## src/rtl/core/rip_route_table_engine_assert.svh

```systemverilog
// Assertion macros for the route table engine, included by rte_dpath.
// Depends on the asserting module having aclk and aresetn in scope.
`ifndef RIP_ROUTE_TABLE_ENGINE_ASSERT_SVH
`define RIP_ROUTE_TABLE_ENGINE_ASSERT_SVH

// A condition that must hold at every clock edge out of reset.
`define RTE_ASSERT_ALWAYS(lbl, cond, msg) \
    lbl: assert property (@(posedge aclk) disable iff (!aresetn) (cond)) else $error(msg);

// A condition that must hold in the cycle after a trigger.
`define RTE_ASSERT_NEXT(lbl, trig, cond, msg) \
    lbl: assert property (@(posedge aclk) disable iff (!aresetn) (trig) |=> (cond)) else $error(msg);

`endif

```

## src/rtl/core/rte_pkg.sv

```systemverilog
// Shared types and constants of the route table engine.
// Used by rte_ctrl, rte_dpath and rip_route_table_engine; depends on nothing.
package rte_pkg;

    localparam int TABLE_DEPTH = 64;
    localparam int IDX_W       = $clog2(TABLE_DEPTH);
    localparam int CNT_W       = $clog2(TABLE_DEPTH + 1);
    localparam int METRIC_W    = 5;
    localparam int TOTAL_W     = 7;
    localparam int TIMEOUT_W   = 16;

    localparam logic [METRIC_W-1:0] METRIC_INF   = 5'd16;
    localparam logic [METRIC_W-1:0] LOCAL_METRIC = 5'd1;

    localparam logic [TIMEOUT_W-1:0] ROUTE_TO_RESET   = 16'd180;
    localparam logic [TIMEOUT_W-1:0] GARBAGE_TO_RESET = 16'd120;

    // Configuration register word indexes.
    localparam logic REG_ROUTE_TO   = 1'b0;
    localparam logic REG_GARBAGE_TO = 1'b1;

    typedef enum logic [1:0] {
        ACT_LEARN = 2'd0,
        ACT_QUERY = 2'd1,
        ACT_TICK  = 2'd2,
        ACT_LOCAL = 2'd3
    } action_t;

    typedef enum logic [3:0] {
        ST_IDLE,
        ST_LK_RD,
        ST_LK_CMP,
        ST_COMMIT,
        ST_TICK,
        ST_SW_RD,
        ST_SW_WR,
        ST_SW_FIN,
        ST_OUT
    } state_t;

    typedef struct packed {
        logic [31:0]         network;
        logic [31:0]         mask;
        logic [31:0]         gateway;
        logic [METRIC_W-1:0] metric;
        logic                local_route;
        logic                poisoned;
        logic [31:0]         refresh_time;
        logic [31:0]         poison_time;
    } entry_t;

    // Commands from the controller to the datapath.
    typedef struct packed {
        logic load;
        logic rd;
        logic inc;
        logic mark_found;
        logic commit;
        logic tick;
        logic sw_wr;
        logic sw_fin;
        logic emit;
    } cmd_t;

    // Status from the datapath to the controller.
    typedef struct packed {
        logic scan_end;
        logic hit;
        logic out_free;
    } status_t;

endpackage

```

## src/rtl/core/rte_ctrl.sv

```systemverilog
// Controller state machine of the route table engine.
// Depends on rte_pkg; drives rte_dpath through command and status structs.
module rte_ctrl (
    input  logic             aclk,
    input  logic             aresetn,
    input  logic             s_valid,
    input  logic [1:0]       s_action,
    output logic             s_ready,
    input  rte_pkg::status_t status,
    output rte_pkg::cmd_t    cmd
);

    rte_pkg::state_t state_reg, state_next;

    // State register.
    always_ff @(posedge aclk) begin
        if (!aresetn) begin
            state_reg <= rte_pkg::ST_IDLE;
        end else begin
            state_reg <= state_next;
        end
    end

    // Next state and commands.
    always_comb begin
        state_next = state_reg;
        cmd        = '0;
        s_ready    = 1'b0;
        unique case (state_reg)
            rte_pkg::ST_IDLE: begin
                s_ready = 1'b1;
                if (s_valid) begin
                    cmd.load = 1'b1;
                    if (rte_pkg::action_t'(s_action) == rte_pkg::ACT_TICK) begin
                        state_next = rte_pkg::ST_TICK;
                    end else begin
                        state_next = rte_pkg::ST_LK_RD;
                    end
                end
            end
            rte_pkg::ST_LK_RD: begin
                if (status.scan_end) begin
                    state_next = rte_pkg::ST_COMMIT;
                end else begin
                    cmd.rd     = 1'b1;
                    state_next = rte_pkg::ST_LK_CMP;
                end
            end
            rte_pkg::ST_LK_CMP: begin
                if (status.hit) begin
                    cmd.mark_found = 1'b1;
                    state_next     = rte_pkg::ST_COMMIT;
                end else begin
                    cmd.inc    = 1'b1;
                    state_next = rte_pkg::ST_LK_RD;
                end
            end
            rte_pkg::ST_COMMIT: begin
                cmd.commit = 1'b1;
                state_next = rte_pkg::ST_OUT;
            end
            rte_pkg::ST_TICK: begin
                cmd.tick   = 1'b1;
                state_next = rte_pkg::ST_SW_RD;
            end
            rte_pkg::ST_SW_RD: begin
                if (status.scan_end) begin
                    state_next = rte_pkg::ST_SW_FIN;
                end else begin
                    cmd.rd     = 1'b1;
                    state_next = rte_pkg::ST_SW_WR;
                end
            end
            rte_pkg::ST_SW_WR: begin
                cmd.sw_wr  = 1'b1;
                state_next = rte_pkg::ST_SW_RD;
            end
            rte_pkg::ST_SW_FIN: begin
                cmd.sw_fin = 1'b1;
                state_next = rte_pkg::ST_OUT;
            end
            rte_pkg::ST_OUT: begin
                if (status.out_free) begin
                    cmd.emit   = 1'b1;
                    state_next = rte_pkg::ST_IDLE;
                end
            end
            default: begin
                state_next = rte_pkg::ST_IDLE;
            end
        endcase
    end

endmodule

```

## config.mk

```make
export PLATFORM = sky130hd
export DESIGN_NAME = rte_ctrl
export DESIGN_NICKNAME = d
export VERILOG_FILES = /design/src/rtl/core/rip_route_table_engine_assert.svh /design/src/rtl/core/rte_pkg.sv /design/src/rtl/core/rte_ctrl.sv
export SDC_FILE = /design/constraint.sdc
export NUM_CORES = 1
export LEC_CHECK = 0
export BUFFER_PORTS_ARGS = -buffer_cell sky130_fd_sc_hd__buf_2
export CAP_MARGIN = 20
export CORE_AREA = 3 3 40 42
export CTS_BUF_LIST = sky130_fd_sc_hd__clkbuf_4 sky130_fd_sc_hd__clkbuf_8
export CTS_CLUSTER_SIZE = 10
export DETAILED_ROUTE_END_ITERATION = 10
export DIE_AREA = 0 0 43 45
export PLACE_DENSITY_LB_ADDON = 0.15
export SLEW_MARGIN = 20
export SYNTH_ARGS = -nofsm -noshare
export SYNTH_HDL_FRONTEND = slang
export SYNTH_SLANG_ARGS = --single-unit
```

## constraint.sdc

```tcl
create_clock -name aclk -period 1.64 [get_ports aclk]
set_input_delay 0.328 -clock aclk [delete_from_list [all_inputs] [get_ports aclk]]
set_output_delay 0.328 -clock aclk [all_outputs]
set_load 0.05 [all_outputs]
```

==> run summary <==
## Floorplan
* 1940 um2 — die area
* 18 — I/O pin count
* 45 um — Chip Height
* 1280 um2 — core area
* 43 um — Die Span X
* 0.211 — Starting Density
* 13 — row cnt

## Global route
* 12 — largest net degree at the start of global routing
* 0 — GR Overflow Total
* 1240 um — first-pass GRT wire length
* 0.0867 — global-route usage over all layers
* 0 — antenna violations before repair
* 287 — vias in the first global route

## Timing
* 0 — final number of hold-violating endpoints
* 0.0481 ns — setup slack of the critical path after layout
* true — setup repair after global routing missed its margin
* 0.971 — period utilization
* 0.00219 ns — Clock Skews
* 0.831 — Slew HR
* 0 — count of final setup violators
* 1.59 ns — min Tclk post-route
* 628 MHz — Achievable Freq
* 0 — Slew Viols, Final
* 0.253 ns — Worst-Margin Slew

## Run
* 0 — number of violations of the max-capacitance limit

## Routing
* 759 um — final WL
* 4.71 — average vias per placed instance
* 10.5 um — average wire length per cell after detail routing
* 339 — vias after detailed routing
* 0 — antenna-violating nets left
* 2 — router iterations before antenna repair
* 0 — detailed-route DRC error count
* 4 — First DRT Iteration DRCs

## Clocking
* 0.24 ns — clock latency of the later-clocked register in the worst-skew pair
* 4 — CTS sink cnt
* 1 — H-tree level count
* 3 — TritonCTS Buffers
* 0 — cts-stage hold buffer count
* 2 — Max Root-Sink Buffers
* clkbuf_4 — master cell of the clock root buffer
* yes — CTS tree
* 0.04 ns — register clock-pin slew on the reported worst setup and hold paths

## Cells and area
* 67 — number of nets in the layout
* 82.0% — area added between synthesis and finish
* 0.614 — share of layout cells above drive strength 1
* 72 — Final Instance Count excl. Fillers
* 4 — number of flip-flops in the largest register
* 494 um2 — post-route cell area
* 0 — ant diodes

## Worst hold path
* input pin to flip-flop — path category of the worst min-delay check

## Logic synthesis
* 35 — instance count of the mapped netlist
* 7.76 um2 — post-synthesis area per instance
* 4 — number of synthesized register bits
* 0 — fraction of registers with async set/reset
* dfxtp_1 — leading area contributor after synthesis
* 0.295 — area fraction of the dominant cell type after synthesis
* 43 — net count of the mapped netlist
* 272 um2 — Mapped Area
* 0 — number of enable flip-flop cells after synthesis
* nor2_1 — most numerous cell in the Yosys netlist
* dfxtp_1 29%, nor2_1 8.3%, nor4b_1 6.5%, nand3b_1 5.5%, and3_1 4.6% — largest cells by area after synthesis
* 6 x nor2_1, 4 x dfxtp_1, 3 x nand2_1 — ranking of synthesized cells by instance count
* 0.295 — sequential fraction of the synthesis area
* dfxtp_1 — most used flip-flop cell after synthesis
* 21 — number of library cell types mapped by synthesis
* 0 — Synth warnings

## Setup path
* 0.35 ns — register-to-register setup slack
* flip-flop to primary output — critical path start-end classification
* flip-flop — element type at the critical path start
* buf_4 -> nor4b_4 -> buf_2 — sequence of cells on the critical path
* primary output — capturing element type of the critical path
* dfxtp_1 — cell at the slowest stage of the critical path
* 5 — critical path peak fanout
* 1.31 ns — required time of the critical path
* 1.26 ns — CP Data Arrival Time
* 0.32 ns — maximum cell stage delay along the critical path

## Placement
* 0.148 ns — worst slack, placed
* 429 um2 — standard cell area after detailed placement
* 588 um — post-detail-place hpwl
* 17 — number of port buffers
* 69 — count of placed standard cells including taps
* 0.683 — RD Place Congestion

## Outcome
* completed — status

## Pwr
* 0.000233 uW — standby leakage power
* 431 uW — overall power consumption
* 313 uV — Max VDD drop
* 872 nW/um2 — PwrDens

## area by class of cell
class | instances | area, um2
clock buffer | 3 | 22.5
fill | 136 | 791
inverter | 1 | 3.75
multi-input combinational | 28 | 230
sequential | 4 | 83.8
tap | 15 | 18.8
timing repair buffer | 21 | 135
## what timing repair did
action,in CTS,in global routing
hold endpoints to repair,0,0
resized for setup,6,8
pin swaps,0,2
buffers inserted,0,0
setup endpoints to repair,8,6
## stage by stage
step | hold WS, ns | setup TNS [ns] | util
6_report | 0.354 | 0 | 0.385
5_1_grt | 0.363 | -0.00474 | 0.385
3_5_place_dp | 0.606 | 0 | 0.334
3_3_place_gp | 0.604 | 0 | 0.334
4_1_cts | 0.359 | 0 | 0.363
2_1_floorplan | 0.482 | -0.626 | -
## routing by layer
metal / share of wire / up-vias / track usage
met5: 0 / - / 0
met4: 0.018 / 0 / 0.0542
met3: 0.097 / 2 / 0.0239
met2: 0.39 / 16 / 0.114
met1: 0.49 / 149 / 0.123
li1: - / 172 / -
## path summary, 6_finish.rpt
path | depth (start not counted) | from | endpoint
max | 3 | state_reg[1]$_SDFFE_PN0P_ | cmd[7]
min | 2 | aresetn | state_reg[3]$_SDFFE_PN0P_
max reg2reg | 4 | state_reg[1]$_SDFFE_PN0P_ | state_reg[0]$_SDFFE_PN0P_
min reg2reg | 3 | state_reg[3]$_SDFFE_PN0P_ | state_reg[3]$_SDFFE_PN0P_
## critical path, delay by kind of cell, from the launching register on
family	cells	cell delay (ns)
buffers and inverters	2	0.46
DFF	1	0.32
and+or+nand+nor	1	0.25
## power breakdown
part	leakage (uW)	internal, uW	total (uW)	switching (uW)
Combinational	0.000185	73.8	180	106
Clock	0.0000138	81.9	123	41.4
Sequential	0.0000339	107	128	20.6
Total	0.000233	263	431	168
## cells by family after synthesis
group	Yosys count	synth area share
buffers and inverters	3	0.0691
DFF	4	0.295
and+or+nand+nor	24	0.516
AOI/OAI and AO/OA	4	0.120
## layout by cell type, fill, tap and decap left out, types with 2 or more instances in the layout
cell type   n
buf_4       4
buf_6       2
nand3b_1    2
nand2_1     3
and3_1      2
clkbuf_4    6
nor2_1      5
buf_2      12
dfxtp_2     3
(Power assumes the default switching activity.)
